[src/hw/rtl/ptc_pkg.sv]
// Package for the pressure and temperature compensation block.
// Holds the shared constants, the queue entry type and small arithmetic helpers.
// No dependencies.
package ptc_pkg;

  localparam int QUEUE_DEPTH = 4;
  localparam int DIV_STAGES  = 64;
  localparam int POST_STAGES = 7;

  // Configuration register indexes.
  localparam logic [1:0] REG_TEMP_CAL    = 2'd0;
  localparam logic [1:0] REG_PRESS_CAL_A = 2'd1;
  localparam logic [1:0] REG_PRESS_CAL_B = 2'd2;
  localparam logic [1:0] REG_PRESS_CAL_C = 2'd3;

  // Compensation constants.
  localparam logic [33:0] FINE_OFFSET = 34'd128000;
  localparam logic [20:0] FULL_SCALE  = 21'd1048576;
  localparam logic [16:0] PRESS_SCALE = 17'd3125;
  localparam logic [31:0] TEMP_ROUND  = 32'd128;
  localparam logic [31:0] TEMP_MULT   = 32'd5;
  localparam logic [63:0] NORM_BIAS   = 64'h0000_8000_0000_0000;

  // One compensated record waiting for its pressure division.
  typedef struct packed {
    logic [31:0] temperature;
    logic [31:0] fine;
    logic [63:0] num;
    logic [63:0] den;
    logic        invalid;
  } entry_t;

  // Fields that ride along with the divider and post stages.
  typedef struct packed {
    logic [31:0] temperature;
    logic [31:0] fine;
    logic        invalid;
  } side_t;

  function automatic logic [63:0] sx16_64(input logic [15:0] v);
    return {{48{v[15]}}, v};
  endfunction

  // Low partial of a 64 by 17 bit product modulo 2^64, sign extended.
  function automatic logic [63:0] mul17_lo(input logic [63:0] a, input logic signed [16:0] b);
    logic signed [49:0] pr;
    pr = $signed({1'b0, a[31:0]}) * b;
    return {{14{pr[49]}}, pr};
  endfunction

  // High partial of a 64 by 17 bit product; only bits that land below 2^64 survive.
  function automatic logic [31:0] mul17_hi(input logic [63:0] a, input logic signed [16:0] b);
    logic signed [49:0] pr;
    pr = $signed({1'b0, a[63:32]}) * b;
    return pr[31:0];
  endfunction

endpackage

[src/hw/rtl/ptc_queue.sv]
// Short register queue between the front and back pipelines.
// Depends on ptc_pkg for the entry type.
module ptc_queue #(
  parameter int DEPTH = ptc_pkg::QUEUE_DEPTH
) (
  input  logic            clk,
  input  logic            rst,
  input  logic            push_valid,
  output logic            push_ready,
  input  ptc_pkg::entry_t push_entry,
  output logic            pop_valid,
  input  logic            pop_ready,
  output ptc_pkg::entry_t pop_entry
);
  import ptc_pkg::*;

  localparam int AW = $clog2(DEPTH);
  localparam int CW = $clog2(DEPTH + 1);

  entry_t          mem [DEPTH];
  logic [AW-1:0]   wr_ptr, rd_ptr;
  logic [CW-1:0]   count;
  logic            push, pop;

  assign push_ready = (count != CW'(DEPTH));
  assign pop_valid  = (count != '0);
  assign push       = push_valid && push_ready;
  assign pop        = pop_valid && pop_ready;
  assign pop_entry  = mem[rd_ptr];

  // Pointers and fill count.
  always_ff @(posedge clk) begin
    if (rst) begin
      wr_ptr <= '0;
      rd_ptr <= '0;
      count  <= '0;
    end else begin
      if (push) begin
        wr_ptr <= (wr_ptr == AW'(DEPTH - 1)) ? '0 : wr_ptr + 1'b1;
      end
      if (pop) begin
        rd_ptr <= (rd_ptr == AW'(DEPTH - 1)) ? '0 : rd_ptr + 1'b1;
      end
      count <= count + CW'(push) - CW'(pop);
    end
  end

  // Entry storage.
  always_ff @(posedge clk) begin
    if (push) begin
      mem[wr_ptr] <= push_entry;
    end
  end

  a_count_bound: assert property (@(posedge clk) disable iff (rst)
    count <= CW'(DEPTH)) else $error("queue count above depth");

  a_count_track: assert property (@(posedge clk) disable iff (rst)
    1'b1 |=> count == $past(count) + CW'($past(push)) - CW'($past(pop)))
    else $error("queue count does not follow transfers");

  a_ptr_gap: assert property (@(posedge clk) disable iff (rst)
    (count == '0) |-> (wr_ptr == rd_ptr)) else $error("empty queue with pointer gap");

endmodule

[config.mk]
export PLATFORM = sky130hd
export DESIGN_NAME = ptc_queue
export DESIGN_NICKNAME = d
export VERILOG_FILES = /design/src/hw/rtl/ptc_pkg.sv /design/src/hw/rtl/ptc_queue.sv
export SDC_FILE = /design/constraint.sdc
export NUM_CORES = 1
export LEC_CHECK = 0
export BUFFER_PORTS_ARGS = -buffer_cell sky130_fd_sc_hd__buf_2
export CORE_ASPECT_RATIO = 1.75
export CORE_MARGIN = 4
export CORE_UTILIZATION = 51
export CTS_CLUSTER_DIAMETER = 120
export DETAILED_ROUTE_END_ITERATION = 16
export PLACE_DENSITY = 0.85
export SLEW_MARGIN = 20
export SYNTH_ARGS = -nofsm -noshare
export SYNTH_HDL_FRONTEND = slang
export SYNTH_SLANG_ARGS = --single-unit
[constraint.sdc]
create_clock -name clk -period 6.1 [get_ports clk]
set_clock_uncertainty 0.05 [all_clocks]
set_input_delay 0 -clock clk [delete_from_list [all_inputs] [get_ports clk]]
set_output_delay 0 -clock clk [all_outputs]
set_load 0.01 [all_outputs]
==> impl_metrics.csv <==
group,metric,value,unit
global_routing,grt_max_degree,112,
setup_path,r2r_end,"count[1]",
detailed_routing,drt_iter0_drc,950,
sta,min_period,2.84,ns
detailed_routing,viasPerCell,5.63,
status,outcome,"completed",
sta,fin_tns_setup,0,ns
placed_design,post-dp-hpwl,34.0,mm
synth,synth_fp_nets,1262,
sta,post-route-period-util,0.466,
clocking,clk_path_buf_depth,3,
sta,worstMarginPinSlew,1.03,ns
detailed_routing,wl,61.1,mm
placed_design,gp_congestion,0.743,
global_routing,grt_pass1_wl,93.7,mm
setup_path,worstPathRequired,6.52,ns
synth,ys_seq_elements,781,
floorplanning,rows,114,
setup_path,r2r_start,"count[1]",
setup_path,rr_worst_depth,9,
synth,yosys.area.top_type,"edfxtp_1",
synth,synth_cells,1057,
synth,netlist_area,28400,um^2
synth,yosysWarningCount,0,
layout,syn2layout_area_growth,23.9,%
global_routing,grtUsageTotal,0.205,
global_routing,grt_overflow,0,
min_path,min_path_type,"in2reg",
detailed_routing,drtPass1Iterations,5,
power_and_ir_drop,pwr_density_cell,401,nW/um^2
global_routing,grtUsageMet1,0.252,
setup_path,reg2reg_slack,3.26,ns
floorplanning,start_util,0.515,
setup_path,crit_arrival,3.26,ns
setup_path,startpoint_type,"flip-flop",
sta,slew_headroom,0.315,
clocking,cts.clk_slew.worst_paths,0.07,ns
synth,synth.area.top_cells,"edfxtp_1 82%, mux4_2 15%, buf_12 0.77%",
global_routing,met2_usage,0.353,
power_and_ir_drop,total_power,14.1,mW
setup_path,crit_path_end_kind,"flip-flop",
synth,synth_top_area_share,0.815,
power_and_ir_drop,leakage,11.8,nW
floorplanning,die_width,187,um
floorplanning,die_h,320,um
sta,setup_viol,0,
sta,hold_violations,0,
setup_path,cp-endpoint,"count[1]",
clocking,cts_buffers,70,
synth,synth_cell_type_count,28,
floorplanning,die-area,59800,um^2
job,cap_violations,0,
placed_design,portBuffers,391,
clocking,root_buffer,"clkbuf_16",
layout,nNetsFinal,1889,
sta,slew_viol_final,0,
clocking,clock_tree.htree_level_count,3,
detailed_routing,vias,13700,
detailed_routing,antenna_left,0,
setup_path,critical_path_class,"reg2reg",
sta,max_freq,352,MHz
synth,yosysSeqAreaShare,0.821,
floorplanning,io_pins,392,
clocking,post_cts_buffers,0,
global_routing,met3_usage,0.0495,
clocking,clock_latency,0.58,ns
synth,syn_area_per_cell,26.9,um^2
setup_path,crit_start,"count[1]",
global_routing,grt_pass1_vias,15100,
global_routing,busiest_layer,"met2",
detailed_routing,drcViolationCount,0,
clocking,cts_tree,"built",
setup_path,worstPathMaxFanout,7,
detailed_routing,drt-wirelength-per-cell,25.0,um
floorplanning,coreArea,55200,um^2
layout,fillers,3463,
power_and_ir_drop,ir_drop,0.000418,V
layout,final_layout_size_suffix_gt1_frac,0.403,
global_routing,antenna_found_initial,13,
sta,rsz0062_at_grt,"no",
clocking,clock_sinks,781,
sta,hold_ws,0.114,ns
==> worst max-delay path, stage by stage (launching register included) <==
cell           delay, ns
dfxtp_1             0.36
or3b_1              0.51
nand2_1             0.19
ha_1                0.25
inv_1               0.06
ha_1                0.14
inv_1               0.05
fa_1                0.50
nor2_1              0.05
dlygate4sd3_1       0.57
==> cells in the mapped netlist (all sizes together) <==
cell type / n
nor3: 1
a211o: 1
dfxtp: 9
nor2: 3
ha: 7
and2: 1
edfxtp: 772
clkbuf: 4
o31ai: 1
nand2: 2
o21ai: 1
and3: 4
a21oi: 1
fa: 1
xor2: 1
or3: 3
or3b: 1
nor2b: 1
nand2b: 2
mux2i: 2
inv: 5
buf: 41
mux4: 193
==> state kept, by name, indices dropped and copies added (netlist names), named ones only <==
name / flops
mem: 772
count: 3
rd_ptr: 2
wr_ptr: 2
==> where the power goes <==
part	leakage, nW	switching (mW)	internal [mW]
logic	3.62	1.69	1.42
registers	7.14	0.172	6.59
clock network	1.07	1.85	2.40
total	11.8	3.71	10.4
==> cells by family (layout without fill, tap and decap cells) <==
logic type	Yosys count	in the layout	synth area share
buf+inv	50	728	0.0163
other cells	0	10	0
flops	781	781	0.821
compound gates	4	4	0.00106
mux	195	195	0.154
simple gates	18	18	0.00356
xor+xnor	1	1	0.000308
fa+ha+maj	8	8	0.00378
==> area by class of cell <==
class                      instances  area, um^2  area share
sequential                       781       23400       0.663
multi-input combinational        226        4630       0.132
timing repair buffer             600        4110       0.117
clock buffer                      87        1900      0.0539
tap                              696         871      0.0247
clock inverter                    36         307     0.00870
antenna                           10        25.0    0.000710
inverter                           5        18.8    0.000533
==> what timing repair did <==
item | 4_1_cts | 5_1_grt
hold buffers | 197 | 0
hold endpoints to repair | 829 | 0
gates resized for setup | 0 | 0
==> worst min-delay path by stage <==
stage	startpoint	to	slack [ns]	cells after the start
floorplan	push_entry[0]	mem[0][0]	0.05	0
global placement	push_entry[145]	mem[0][145]	0.16	1
detailed placement	push_entry[168]	mem[0][168]	0.16	1
CTS	push_entry[134]	mem[2][134]	0.06	2
global route	push_entry[136]	mem[3][136]	0.10	2
finish	push_entry[68]	mem[1][68]	0.11	2
==> placed cells by master (no fill, tap or decap), types with 2 or more instances in the layout <==
| cell | instances |
|---|---|
| and3_4 | 4 |
| buf_12 | 7 |
| buf_2 | 391 |
| buf_4 | 5 |
| bufinv_16 | 4 |
| clkbuf_1 | 13 |
| clkbuf_16 | 74 |
| clkinv_1 | 13 |
| clkinv_2 | 9 |
| clkinvlp_4 | 4 |
| dfxtp_1 | 7 |
| dfxtp_4 | 2 |
| diode_2 | 10 |
| dlygate4sd3_1 | 197 |
| edfxtp_1 | 772 |
| ha_1 | 7 |
| inv_1 | 5 |
| inv_6 | 4 |
| mux2i_1 | 2 |
| mux4_2 | 193 |
| nand2_1 | 2 |
| nand2b_1 | 2 |
| nor2_1 | 3 |
| or3_1 | 3 |
==> metal layers <==
metal,part of all wire,vias to the layer above
li1,-,5847
met1,0.35,7126
met2,0.53,619
met3,0.072,131
met4,0.041,8
met5,0.00090,-
==> stage by stage <==
stage               utilization  setup WS, ns  cells  cell area, um^2
floorplan                     -         0.292   1057            28400
global placement          0.562          3.37   2111            31000
detailed placement        0.562          3.33   2111            31000
CTS                       0.638          3.27   2431            35200
global route              0.638          3.14   2438            35200
finish                    0.638          3.26   2441            35200
(Power assumes the default switching activity.)
